===== config.mk =====
export PLATFORM = sky130hd
export DESIGN_NAME = vnz_front
export DESIGN_NICKNAME = d
export VERILOG_FILES = /design/src/hw/rtl/vnz_pkg.sv /design/src/hw/rtl/vnz_front.sv
export SDC_FILE = /design/constraint.sdc
export NUM_CORES = 2
export LEC_CHECK = 0
export BUFFER_PORTS_ARGS = -buffer_cell sky130_fd_sc_hd__buf_2
export CAP_MARGIN = 20
export CORE_ASPECT_RATIO = 1.25
export CORE_UTILIZATION = 60
export CTS_BUF_LIST = sky130_fd_sc_hd__clkbuf_4 sky130_fd_sc_hd__clkbuf_8 sky130_fd_sc_hd__clkbuf_16
export DETAILED_ROUTE_END_ITERATION = 7
export GPL_TIMING_DRIVEN = 1
export PLACE_DENSITY = 0.89
export SYNTH_ARGS = -nofsm -noshare
export SYNTH_HDL_FRONTEND = slang
export SYNTH_SLANG_ARGS = --single-unit

===== constraint.sdc =====
create_clock -name clk -period 18.15 [get_ports clk]
set_clock_uncertainty 0.1 [all_clocks]
set_input_delay 1.815 -clock clk [delete_from_list [all_inputs] [get_ports clk]]
set_output_delay 1.815 -clock clk [all_outputs]
set_load 0.005 [all_outputs]

===== src/hw/rtl/vnz_pkg.sv =====
// ----------------------------------------------------------------------------
// vnz_pkg
// Types, widths and the quotient search step shared by the normalizer blocks.
// ----------------------------------------------------------------------------
package vnz_pkg;

  localparam int CompBits  = 16;
  localparam int Lanes     = 4;
  localparam int QuoBits   = CompBits - 1;
  localparam int SqBits    = 2 * CompBits;
  localparam int SumBits   = 2 * CompBits + 1;
  localparam int AccBits   = 4 * CompBits + 2;
  localparam int QueueDepth = 4;
  localparam int QueuePtrBits = $clog2(QueueDepth);

  typedef logic signed [CompBits-1:0] comp_t;
  typedef logic [SqBits-1:0]          sq_t;
  typedef logic [SumBits-1:0]         sum_t;
  typedef logic signed [AccBits-1:0]  acc_t;
  typedef logic [QuoBits-1:0]         quo_t;

  // One classified vector waiting for the quotient search.
  typedef struct packed {
    sq_t  [Lanes-1:0] sq;
    logic [Lanes-1:0] neg;
    sum_t             sum;
    logic             short_vec;
  } vnz_item_t;

  // Search state of one lane: acc_a = v*v*S, acc_b = v*S with v = 2q-1.
  typedef struct packed {
    acc_t acc_a;
    acc_t acc_b;
    quo_t quo;
  } vnz_lane_t;

  // Try setting bit b of the quotient: accept if (2t-1)^2 * S <= sq * 2^(2*CompBits).
  function automatic vnz_lane_t quo_step(vnz_lane_t cur, sum_t s, sq_t sq, int b);
    acc_t      cand;
    acc_t      lim;
    acc_t      s_ext;
    vnz_lane_t res;
    s_ext = acc_t'(s);
    cand  = cur.acc_a + (cur.acc_b <<< (b + 2)) + (s_ext <<< (2 * b + 2));
    lim   = acc_t'(sq) <<< (2 * CompBits);
    res   = cur;
    if ($unsigned(cand) <= $unsigned(lim)) begin
      res.acc_a = cand;
      res.acc_b = cur.acc_b + (s_ext <<< (b + 1));
      res.quo   = cur.quo | (quo_t'(1) << b);
    end
    return res;
  endfunction

endpackage


===== src/hw/rtl/vnz_front.sv =====
// ----------------------------------------------------------------------------
// vnz_front
// Squares the components, sums the squared length and tests it against the
// threshold register.
// ----------------------------------------------------------------------------
module vnz_front (
  input  logic                               clk,
  input  logic                               rst_n,
  input  logic                               cfg_we,
  input  logic [vnz_pkg::SumBits-1:0]        cfg_wdata,
  input  logic                               in_valid,
  output logic                               in_ready,
  input  vnz_pkg::comp_t [vnz_pkg::Lanes-1:0] in_comp,
  output logic                               item_valid,
  input  logic                               item_ready,
  output vnz_pkg::vnz_item_t                 item
);
  import vnz_pkg::*;

  sum_t             thr_r;
  logic             v1_r, v2_r;
  sq_t  [Lanes-1:0] sq_r;
  logic [Lanes-1:0] neg_r;
  vnz_item_t        item_r;
  logic             adv2, adv1;
  sum_t             sum_nxt;

  assign adv2     = !v2_r || item_ready;
  assign adv1     = !v1_r || adv2;
  assign in_ready = adv1;

  always_comb begin
    sum_nxt = '0;
    for (int i = 0; i < Lanes; i++) sum_nxt = sum_nxt + sum_t'(sq_r[i]);
  end

  always_ff @(posedge clk) begin
    if (!rst_n) begin
      thr_r <= sum_t'(10);
      v1_r  <= 1'b0;
      v2_r  <= 1'b0;
    end else begin
      if (cfg_we) thr_r <= cfg_wdata;
      if (adv1) v1_r <= in_valid;
      if (adv2) v2_r <= v1_r;
    end
  end

  always_ff @(posedge clk) begin
    if (adv1) begin
      for (int i = 0; i < Lanes; i++) begin
        // The square of a signed value is never negative; at most 2^(2n-2).
        sq_r[i]  <= sq_t'(in_comp[i] * in_comp[i]);
        neg_r[i] <= in_comp[i][CompBits-1];
      end
    end
    if (adv2) begin
      item_r.sq        <= sq_r;
      item_r.neg       <= neg_r;
      item_r.sum       <= sum_nxt;
      item_r.short_vec <= (sum_nxt <= thr_r);
    end
  end

  assign item_valid = v2_r;
  assign item       = item_r;
endmodule


==> results_dict.tcl <==
set metrics [dict create \
    synth.top_cell.area_share_pct 40.3 \
    finalNetCount 6546 \
    rr_worst_depth 22 \
    crit_required_ns 18.36 \
    cts_resized 0 \
    synth.most_common_cell "inv_1" \
    first_global_vias 37700 \
    rows 117 \
    syn_inst 4808 \
    regToRegStartpoint "sq_r[66]" \
    hold_depth 0 \
    drtAntennaViolNets 0 \
    grt_max_degree 92 \
    cp_max_fo 19 \
    dpl.hpwl_um 102000 \
    ys_top_cells_by_area "fa_1 40%, edfxtp_1 18%, inv_1 11%" \
    tns_ns 0 \
    synth_common_cells "1446 x inv_1, 996 x fa_1, 428 x ha_1, 328 x nand2_1, 290 x edfxtp_1" \
    io_buffers 265 \
    path_clk_slew_ns 0.06 \
    synth-seq-area-share_pct 19.0 \
    boundaryPins 270 \
    cp-end-kind "flip-flop" \
    drt_pass1_iterations 6 \
    mappedNetlistArea_mm2 0.0495 \
    cts_sinks 325 \
    drcViolationCount 0 \
    clkLatencyLatePin_ns 0.58 \
    wire_per_inst_um 20.0 \
    die_h_um 323 \
    grt_overflow_total 0 \
    rsz0062_at_grt "no" \
    drv_cap 0 \
    core_mm2 0.0815 \
    crit_arrival_ns 8.47 \
    ys_warn_count 0 \
    die-area_mm2 0.0836 \
    die_w_um 259 \
    initial_core_util_pct 60.7 \
    min_path_type "flip-flop to flip-flop" \
    via_per_inst 5.54 \
    layout-drive-gt1-share_pct 7.43 \
    gp_congestion 0.960 \
    rr_endpoint "item[0]" \
    cts-root-buf "clkbuf_16" \
    min_period_over_period_pct 45.5 \
    grt_pass1_wl_um 194000 \
    numCtsBuffers 38 \
    cp_slowest_stage_delay_ns 0.92 \
    reg2reg_slack_ns 11.70 \
    worst_setup_path_start_kind "input pin" \
    max_freq_mhz 121 \
    status "completed" \
    ys_seq_elements 325 \
    via_count 33900 \
    postCtsHoldBufs 0 \
    hold_violations 0 \
    synth-main-ff-cell "edfxtp_1" \
    max_slew_margin_pct 30.4 \
    drt-total-wl_um 122000 \
    clockBufferDepth 3 \
    ys_types 60 \
    drt_iter0_markers 2446 \
    async_flop_share_pct 0 \
    cp_common_cell "fa_1" \
    worst_path_max_delay_cell "fa_1" \
    hold_path_end "item[35]" \
    post_cts_buffers 0 \
    synth_top_cell_by_area "fa_1" \
    synth_edf_count 290 \
    area_delta_synth_final_pct 7.27 \
    critPathKind "input pin to flip-flop" \
    htreeDepth 2 \
    antenna_found_initial 6 \
    min_from "neg_r[1]" \
    grt_util_all_layers_pct 30.5 \
    min_period_ns 8.26 \
    cts_tree "done" \
    crit_path_cell_trace "buf_2, inv_1, nor2_1, fa_1, fa_1, fa_1, fa_1, fa_1, inv_1, fa_1, inv_1, ha_1, a21o_1, a21o_1, a21oi_1, o21ai_0, a2111o_1, a31o_2, a21oi_1, xnor2_1" \
    tightest_slew_ns 1.04 \
    syn_area_per_cell_um2 10.3 \
    maxSlewViolCount 0 \
    finalSetupViolCount 0 \
]
[layout by cell type (no fill, tap or decap), types with 16 or more instances in the layout]
master     instances
inv_1           1445
fa_1             996
ha_1             428
nand2_1          327
edfxtp_1         290
buf_2            265
nor2_1           184
xnor2_1          164
and2_1           159
a21oi_1          125
a21o_1            67
o21ai_0           64
nor2b_1           50
xor2_1            45
clkbuf_16         39
mux2i_1           35
dfxtp_1           35
o21a_1            31
a31o_2            26
o21bai_1          25
nand3_1           21
nand2b_1          20
nor3_1            19
and3_1            16
[area by class of cell]
type                    count  area [um2]
flip-flops and latches    325        9410
well taps                1071        1340
repair buffers            269        1360
multi-input cells        2938       34200
inverters                1448        5440
clock buffers              52        1090
diodes                      4        10.0
clock inverters            16         165
fillers                  5946       28500
[per-stage QoR]
stage,instances,hold WS [ns],cell area [um2],worst slack [ns],util [%]
6_report,6123,0.301,53100,9.89,65.1
5_1_grt,6122,0.316,53100,9.49,65.1
4_1_cts,6119,0.303,53000,9.96,65.1
3_5_place_dp,6051,0.305,51800,9.36,63.5
3_3_place_gp,6051,0.302,51800,9.55,63.5
2_1_floorplan,4814,0.300,49500,9.97,-
[metal layers]
layer  track usage [%]  vias to the layer above  wire length (um)
met2              53.4                     1530             62000
met4              19.6                        2              8990
met3              5.59                      463              9820
met1              34.3                    17100             41500
met5                 0                        -                 8
li1                  -                    14800                 -
[registers in the layout, indices dropped and copies added (netlist names)]
register / cells
v1_r: 1
item_valid: 1
sq_r: 124
thr_r: 33
item: 162
neg_r: 4
[worst max-delay path by stage]
| stage | from | endpoint | slack, ns | cells after the start |
|---|---|---|---|---|
| after floorplan | in_comp[63] | sq_r[127] | 9.97 | 21 |
| after global placement | in_comp[41] | sq_r[95] | 9.55 | 24 |
| after detailed placement | in_comp[63] | sq_r[127] | 9.36 | 20 |
| after CTS | in_comp[63] | sq_r[127] | 9.96 | 20 |
| after global routing | in_comp[63] | sq_r[127] | 9.49 | 20 |
| final | in_comp[63] | sq_r[127] | 9.89 | 20 |
[critical path: cells and delay by family]
kind                       cells  cell delay, ns
buffers and inverters          4            0.76
AOI/OAI and AO/OA              7            1.69
adders and majority gates      7            3.89
and+or+nand+nor                1            0.23
xor gates and xnor gates       1            0.09
[kinds of logic (layout without fill, tap and decap cells)]
logic type / count (synthesis) / after routing / synth area share [%]
xor+xnor: 209 / 209 / 3.70
compound gates: 427 / 427 / 5.70
buf+inv: 1551 / 1785 / 11.8
mux: 35 / 35 / 0.708
fa+ha+maj: 1424 / 1424 / 51.1
simple gates: 836 / 836 / 7.92
other cells: 1 / 11 / 0.00758
flops: 325 / 325 / 19.0
Power is not shown: default switching activity piles up to over one toggle a cycle in this logic, so the estimate is an artifact.
