### config.mk
export PLATFORM = sky130hd
export DESIGN_NAME = vnz_queue
export DESIGN_NICKNAME = d
export VERILOG_FILES = /design/src/hw/rtl/vnz_pkg.sv /design/src/hw/rtl/vnz_queue.sv
export SDC_FILE = /design/constraint.sdc
export NUM_CORES = 1
export LEC_CHECK = 0
export ABC_AREA = 1
export BUFFER_PORTS_ARGS = -buffer_cell sky130_fd_sc_hd__clkbuf_2
export CELL_PAD_IN_SITES_DETAIL_PLACEMENT = 0
export CELL_PAD_IN_SITES_GLOBAL_PLACEMENT = 1
export CORE_MARGIN = 1
export CORE_UTILIZATION = 54
export CTS_BUF_LIST = sky130_fd_sc_hd__clkbuf_2 sky130_fd_sc_hd__clkbuf_4 sky130_fd_sc_hd__clkbuf_8
export DETAILED_ROUTE_END_ITERATION = 8
export GPL_TIMING_DRIVEN = 0
export PLACE_DENSITY_LB_ADDON = 0.08
export SYNTH_ARGS = -nofsm -noshare
export SYNTH_HDL_FRONTEND = slang
export SYNTH_SLANG_ARGS = --single-unit
### constraint.sdc
create_clock -name clk -period 24 [get_ports clk]
set_clock_uncertainty 0.05 [all_clocks]
set_input_delay 3.6 -clock clk [delete_from_list [all_inputs] [get_ports clk]]
set_output_delay 3.6 -clock clk [all_outputs]
set_load 0.05 [all_outputs]
### src/hw/rtl/vnz_pkg.sv
// ----------------------------------------------------------------------------
// vnz_pkg
// Types, widths and the quotient search step shared by the normalizer blocks.
// ----------------------------------------------------------------------------
package vnz_pkg;

  localparam int CompBits  = 16;
  localparam int Lanes     = 4;
  localparam int QuoBits   = CompBits - 1;
  localparam int SqBits    = 2 * CompBits;
  localparam int SumBits   = 2 * CompBits + 1;
  localparam int AccBits   = 4 * CompBits + 2;
  localparam int QueueDepth = 4;
  localparam int QueuePtrBits = $clog2(QueueDepth);

  typedef logic signed [CompBits-1:0] comp_t;
  typedef logic [SqBits-1:0]          sq_t;
  typedef logic [SumBits-1:0]         sum_t;
  typedef logic signed [AccBits-1:0]  acc_t;
  typedef logic [QuoBits-1:0]         quo_t;

  // One classified vector waiting for the quotient search.
  typedef struct packed {
    sq_t  [Lanes-1:0] sq;
    logic [Lanes-1:0] neg;
    sum_t             sum;
    logic             short_vec;
  } vnz_item_t;

  // Search state of one lane: acc_a = v*v*S, acc_b = v*S with v = 2q-1.
  typedef struct packed {
    acc_t acc_a;
    acc_t acc_b;
    quo_t quo;
  } vnz_lane_t;

  // Try setting bit b of the quotient: accept if (2t-1)^2 * S <= sq * 2^(2*CompBits).
  function automatic vnz_lane_t quo_step(vnz_lane_t cur, sum_t s, sq_t sq, int b);
    acc_t      cand;
    acc_t      lim;
    acc_t      s_ext;
    vnz_lane_t res;
    s_ext = acc_t'(s);
    cand  = cur.acc_a + (cur.acc_b <<< (b + 2)) + (s_ext <<< (2 * b + 2));
    lim   = acc_t'(sq) <<< (2 * CompBits);
    res   = cur;
    if ($unsigned(cand) <= $unsigned(lim)) begin
      res.acc_a = cand;
      res.acc_b = cur.acc_b + (s_ext <<< (b + 1));
      res.quo   = cur.quo | (quo_t'(1) << b);
    end
    return res;
  endfunction

endpackage

### src/hw/rtl/vnz_queue.sv
// ----------------------------------------------------------------------------
// vnz_queue
// Short FIFO that decouples classification from the quotient search.
// ----------------------------------------------------------------------------
module vnz_queue (
  input  logic               clk,
  input  logic               rst_n,
  input  logic               push_valid,
  output logic               push_ready,
  input  vnz_pkg::vnz_item_t push_item,
  output logic               pop_valid,
  input  logic               pop_ready,
  output vnz_pkg::vnz_item_t pop_item
);
  import vnz_pkg::*;

  vnz_item_t                 slot_r [QueueDepth];
  logic [QueuePtrBits-1:0]   wptr_r, rptr_r;
  logic [QueuePtrBits:0]     cnt_r;
  logic                      do_push, do_pop;

  assign push_ready = (cnt_r != (QueuePtrBits+1)'(QueueDepth));
  assign pop_valid  = (cnt_r != '0);
  assign do_push    = push_valid && push_ready;
  assign do_pop     = pop_valid && pop_ready;
  assign pop_item   = slot_r[rptr_r];

  always_ff @(posedge clk) begin
    if (!rst_n) begin
      wptr_r <= '0;
      rptr_r <= '0;
      cnt_r  <= '0;
    end else begin
      if (do_push) wptr_r <= wptr_r + 1'b1;
      if (do_pop)  rptr_r <= rptr_r + 1'b1;
      if (do_push && !do_pop)      cnt_r <= cnt_r + 1'b1;
      else if (do_pop && !do_push) cnt_r <= cnt_r - 1'b1;
    end
  end

  always_ff @(posedge clk) begin
    if (do_push) slot_r[wptr_r] <= push_item;
  end
endmodule

==> impl_metrics.yaml, run 1 <==
layout:
  drive_gt1_share_pct: 34.1
  area_growth_pct: 19.6
  fin_cells: 2855
  fin_nets: 2321
  fillers: 3481
  final_common_cell: "edfxtp_1"
  final_cell_mix: "664 x edfxtp_1, 337 x clkbuf_2, 293 x o21ai_0"
  fin_util_pct: 65.6
logic_synthesis:
  synth_compound_area_share_pct: 12.3
  netlist_area_um2: 26200
  syn_nets: 1849
  synth_fa_ha_area_share_pct: 0.315
  synth_top_family_by_area: "compound AO/OA/AOI/OAI gates"
  synth_xor_xnor_area_share_pct: 0.0335
  syn_avg_cell_area_um2: 15.6
  seq_area_frac_synth_pct: 76.9
  yosys_register_bits: 673
  muxShareOfSynthArea_pct: 0
  synth.distinct_cells: 24
  yosysWarnings: 0
  synth_simple_gate_area_share_pct: 7.58
  syn_inst: 1673
global_routing:
  grt_max_degree: 29
  overflow: 0
  grt_usage_pct: 25.3
  first_global_vias: 15700
  antenna_found_initial: 12
  grt_pass1_wl_mm: 92.2
clocking:
  holdBufCountCts: 0
  clock_latency_ns: 0.67
  clock_path_buffers: 3
  cts_resized: 0
  tritoncts: "done"
  path_clk_slew_ns: 0.06
  cts_buffers: 106
  htreeDepth: 3
  postCtsSetupRepairBufs: 0
  clock-sinks: 673
  cts_root_buf: "clkbuf_8"
die:
  die-area_um2: 49400
  core_area_um2: 47700
  start_util_pct: 54.8
  die_x_um: 222
  rows: 80
  io_pins: 338
  dieHeight_um: 222
routing:
  met3_length_mm: 4.70
  route.detailed.drc: 0
  vias_per_cell: 5.52
  met2_length_mm: 31.5
  top_layer: "met5"
  routed_wl_mm: 62.6
  drtIter0Drc: 946
  routedWlPerCell_um: 21.9
  first_pass_iters: 5
  met1Wirelength_mm: 24.6
  vias: 15800
  ant_nets: 0
worst_setup_path:
  crit_required_ns: 20.35
  cp_slowest_cell: "dfxtp_1"
  crit_type: "reg -> out"
  arrival_ns: 2.81
  r2r_slack_ns: 21.23
  worstSetupStartpointType: "flop"
  cp.buffers_inverters: 3
  timing.rr.start: "cnt_r[0]$_SDFFE_PN0P_"
  worstPathMaxFanout: 10
  ff2ff_path_depth: 7
  cp_cell_sequence: "buf_2, clkbuf_1, o21ai_0, o22ai_1, clkbuf_2"
  crit_family: "buffers and inverters"
  worst_r2r_endpoint: "slot_r[2][87]$_DFFE_PP_"
  critPathMaxStageDelay_ns: 0.45
  endpoint_kind: "output pin"
placed_design:
  io_buffers: 337
  dp_hpwl_mm: 40.6
  placed_cells_incl_taps: 2652
  gp_routability_congestion: 0.766
power_and_ir_drop:
  report.power.total_mw: 3.76
  power_leakage_nw: 11.1
  powerDensity_nw_per_um2: 120
  ir_drop_uv: 103
timing:
  period_share_pct: 26.9
  min_period_ns: 6.46
  finalMaxSlewViolations: 0
  fmax_mhz: 155
  setup_tns_ns: 0
  finalHoldViolCount: 0
  rsz0062_at_grt: "no"
  slew_headroom_pct: 48.7
  timing.hold.ws_ns: 0.467
  setup_violations: 0
  worst_slew_pin_slew_ns: 0.768
hold_path:
  min_from: "rptr_r[0]$_SDFFE_PN0P_"
  worstHoldPathCells: 2
  worst_hold_path_type: "reg -> reg"
  min_to: "rptr_r[0]$_SDFFE_PN0P_"
run_status:
  status: "complete, no violations"
flow_run:
  maxCapViolations: 0
-- cell families (layout without fill, tap and decap cells) --
group                    Yosys count  after routing
XOR/XNOR                           1              1
adder cells (fa/ha/maj)            6              6
flip-flops                       673            673
buffers and inverters            125            686
AO/OA/AOI/OAI                    502            502
other                              0              6
AND/OR/NAND/NOR                  366            366
-- metal layers --
layer	global-route usage, %	up-vias
met3	7.46	133
met5	0	-
met1	32.0	7807
met2	42.1	497
li1	-	7319
met4	8.09	14
-- cells in the mapped netlist --
cell type	instances	area, µm²
nand3_1	4	20.0
dfxtp_1	9	180
o21ai_0	293	1470
inv_1	13	48.8
edfxtp_1	664	19900
nor2_1	266	998
ha_1	5	62.6
xor2_1	1	8.76
nand2_1	15	56.3
o22ai_2	80	1000
inv_2	2	7.51
nor2_4	80	901
o21ai_1	40	200
nand3b_1	1	7.51
fa_1	1	20.0
buf_1	2	7.51
buf_2	37	185
inv_6	1	8.76
o22ai_1	86	538
a21oi_1	3	15.0
buf_4	9	67.6
buf_6	4	45.0
clkbuf_1	46	173
buf_12	11	220
-- tightest hold or removal path, cell delays in order, from the launching register on --
cell     delay, ns
dfxtp_1       0.32
nand2_1       0.09
a21oi_1       0.06
-- where the power goes --
group	internal, mW	switching, mW	total (mW)
Sequential	1.43	0.0371	1.47
Combinational	0.333	1.04	1.37
Clock	0.502	0.420	0.922
Total	2.26	1.50	3.76
-- sequential cells by signal, summed over array words and instances, names as in the netlist, named ones only --
signal and flops:
rptr_r 2, cnt_r 3, wptr_r 2, slot_r 664
-- metrics by stage --
stage | setup WS (ns) | instance area, µm²
floorplan | 12.60 | 26200
global placement | 6.55 | 28600
detailed placement | 18.15 | 29200
CTS | 17.44 | 31300
global route | 17.34 | 31300
finish | 17.54 | 31300
-- layout make-up --
cell class                 instances  area, µm²  share of cell area, %
buffer                           109        698                   2.23
sequential                       673      20100                   64.3
inverter                          16       65.1                  0.208
tap                              615        769                   2.46
timing repair buffer             364       2250                   7.19
antenna                            6       15.0                 0.0480
clock inverter                    44        213                  0.680
clock buffer                     153       1840                   5.89
multi-input combinational        875       5330                   17.0
-- how the worst max path moves through the flow --
stage                                          end  slack (ns)  depth (start not counted)
final                                 pop_item[14]       17.54                          5
after global routing                  pop_item[83]       17.34                          5
after CTS                             pop_item[14]       17.44                          5
after detailed placement   slot_r[2][80]$_DFFE_PP_       18.15                          6
after global placement    slot_r[3][102]$_DFFE_PP_        6.55                          3
after floorplan             slot_r[0][0]$_DFFE_PP_       12.60                          2
(Power assumes the default switching activity.)
==> run 2, diff against run 1 <==
- ABC_AREA: 1 -> 0
- CORE_UTILIZATION: 54 -> 52
- clock period: 24 -> 6.1 ns (I/O delays scaled with it)
==> run 2 against run 1 <==
Net effect:
- via count is 29% lower
- first-iteration DRC count is 33% lower
- worst hold slack worse by 0.060 ns
- combinational power grew to 3.4 times the previous value
- non-clock buffer count is 87 lower
- synthesized cell count is 45% lower
- register-to-register slack worse by 18 ns
- die area is 3.0% lower
- critical path type unchanged
- area after synthesis is 6.6% lower
- power grew to 3.7 times the previous value
- critical path depth is 1 lower
==> impl_metrics.yaml, run 2 <==
worst_setup_path:
  worstPathMaxFanout: 11
  ff2ff_path_depth: 5
  timing.rr.start: "cnt_r[0]$_SDFFE_PN0P_"
  arrival_ns: 2.96
  r2r_slack_ns: 3.40
  cp_slowest_cell: "clkbuf_1"
  worstSetupStartpointType: "flop"
  cp_cell_sequence: "clkbuf_1, buf_2, mux4_2, clkbuf_2"
  endpoint_kind: "output pin"
  crit_required_ns: 5.13
  crit_type: "reg -> out"
  critPathMaxStageDelay_ns: 0.80
  worst_r2r_endpoint: "slot_r[2][36]$_DFFE_PP_"
flow_run:
  maxCapViolations: 0
routing:
  first_pass_iters: 5
  route.detailed.drc: 0
  vias_per_cell: 5.44
  ant_nets: 0
  routedWlPerCell_um: 23.5
  vias: 11200
  drtIter0Drc: 638
  routed_wl_mm: 48.3
layout:
  fin_nets: 1546
  final_common_cell: "edfxtp_1"
  top_regs: "slot_r x664, cnt_r x3"
  fin_util_pct: 62.8
  fillers: 3276
  drive_gt1_share_pct: 49.1
  final_cell_mix: "664 x edfxtp_1, 336 x clkbuf_2, 166 x mux4_2"
  largest_reg_flops: 664
  area_growth_pct: 19.4
  top_register: "slot_r"
global_routing:
  grt_max_degree: 57
  grt_pass1_wl_mm: 71.0
  overflow: 0
  grt_usage_pct: 20.4
  antenna_found_initial: 8
  first_global_vias: 11600
timing:
  finalMaxSlewViolations: 0
  setup_violations: 0
  timing.hold.ws_ns: 0.407
  slew_headroom_pct: 30.1
  finalHoldViolCount: 0
  period_share_pct: 64.3
  min_period_ns: 3.92
  fmax_mhz: 255
  rsz0062_at_grt: "no"
  setup_tns_ns: 0
  worst_slew_pin_slew_ns: 1.05
logic_synthesis:
  syn_avg_cell_area_um2: 26.7
  seq_area_frac_synth_pct: 82.3
  ys_top_cells_by_count: "664 x edfxtp_1, 166 x mux4_2, 16 x buf_6"
  synth_area_leaders: "edfxtp_1 82%, mux4_2 15%, dfxtp_1 0.74%"
  netlist_area_um2: 24400
  yosysWarnings: 0
  synth_top_area_share_pct: 81.6
  yosys_register_bits: 673
  yosysMostFrequentCell: "edfxtp_1"
  syn_nets: 1091
  async_flop_share_pct: 0
  synth_edf_count: 664
  syn_inst: 915
  synth.distinct_cells: 25
  synth_top_area_cell: "edfxtp_1"
  ys.flop_type: "edfxtp_1"
power_and_ir_drop:
  power.internal_mw: 8.91
  switching_power_mw: 4.93
  swShare_pct: 35.6
  powerDensity_nw_per_um2: 474
  ir_drop_uv: 264
  p_comb_share_pct: 33.3
  pwr-share-clk_pct: 25.4
  p_seq_share_pct: 41.3
  power_leakage_nw: 9.95
hold_path:
  min_from: "push_item[88]"
  worst_hold_path_type: "in -> reg"
  worstHoldPathCells: 1
  min_to: "slot_r[2][88]$_DFFE_PP_"
die:
  die_x_um: 219
  io_pins: 338
  rows: 79
  dieHeight_um: 219
  start_util_pct: 52.6
  core_area_um2: 46500
  die-area_um2: 47900
clocking:
  clock-sinks: 673
  cts_resized: 0
  cts_root_buf: "clkbuf_8"
  htreeDepth: 3
  clock_path_buffers: 3
  clock_latency_ns: 0.66
  holdBufCountCts: 0
  tritoncts: "done"
  path_clk_slew_ns: 0.06
  postCtsSetupRepairBufs: 0
  cts_buffers: 105
placed_design:
  io_buffers: 336
  dp_hpwl_mm: 30.0
  gp_routability_congestion: 0.697
run_status:
  status: "complete, no violations"
[run 2: cell types whose count changed in the layout (fill, tap and decap cells not counted), moves of 12 or more]
cell      previous run  this run
buf_12              35         1
buf_6                4        16
nor2_1             262         1
o22ai_1             86         0
mux4_2               0       166
buf_2               37        15
nor2_4              84         0
o21ai_0            293         1
clkbuf_1            46         2
o22ai_2             80         0
o21ai_1             40         0
[run 2: how the worst max path moves through the flow]
stage          cells past startpoint        from  slack, ns                       to
6_report                           4        flop       2.18             pop_item[52]
3_3_place_gp                       3  push_valid      -2.92  slot_r[2][96]$_DFFE_PP_
5_1_grt                            4        flop       2.00             pop_item[52]
4_1_cts                            4        flop       2.05             pop_item[26]
2_1_floorplan                      2  push_valid       0.48   slot_r[0][0]$_DFFE_PP_
3_5_place_dp                       4        flop       2.81             pop_item[30]
[run 2: cell families (layout without fill, tap and decap cells)]
group                    Yosys count  in the layout  synth area share (%)
flip-flops                       673            673                  82.3
multiplexers                     169            169                  15.4
buffers and inverters             41            572                  1.27
AND/OR/NAND/NOR                   17             17                 0.374
adder cells (fa/ha/maj)            6              6                 0.338
AO/OA/AOI/OAI                      5              5                 0.164
XOR/XNOR                           4              4                 0.143
other                              0              3                     0
[run 2: area by class of cell]
type / instances / area, µm² / area share (%)
Sequential cell: 673 / 20100 / 68.9
Multi-Input combinational cell: 201 / 4030 / 13.8
Timing Repair Buffer: 348 / 2000 / 6.87
Clock buffer: 144 / 1760 / 6.04
Tap cell: 607 / 759 / 2.60
Buffer: 38 / 300 / 1.03
Clock inverter: 39 / 194 / 0.664
Inverter: 3 / 11.3 / 0.0386
Antenna cell: 3 / 7.51 / 0.0257
[run 2: layer usage]
layer | vias to the layer above | wire, µm | global-route usage [%]
met5 | - | 88 | 0
li1 | 4926 | - | -
met1 | 5846 | 19500 | 26.7
met3 | 86 | 3540 | 7.22
met2 | 310 | 24300 | 32.4
met4 | 14 | 889 | 6.34
[run 2: power groups by stage]
stage               Combinational [mW]  Clock [mW]  Sequential (mW)
finish                            4.62        3.52             5.71
CTS                               4.71        3.62             5.72
detailed placement                4.70           0             5.81
global placement                  4.61           0             5.95
floorplan                         3.54           0             5.86
global route                      4.84        3.81             5.75
[run 2: critical path, delay by kind of cell, from the launching register on]
| family | cells | cell delay (ns) |
|---|---|---|
| buffers and inverters | 3 | 1.50 |
| DFF | 1 | 0.39 |
| muxes | 1 | 0.39 |
[run 2: per-stage QoR]
| step | power, mW | worst slack (ns) | instance area, µm² | cells |
|---|---|---|---|---|
| after global placement | 10.6 | -2.92 | 26900 | 1858 |
| final | 13.8 | 2.18 | 29200 | 2056 |
| after CTS | 14.0 | 2.05 | 29200 | 2053 |
| after global routing | 14.4 | 2.00 | 29200 | 2054 |
| after detailed placement | 10.5 | 2.81 | 27200 | 1870 |
| after floorplan | 9.40 | 0.475 | 24400 | 915 |
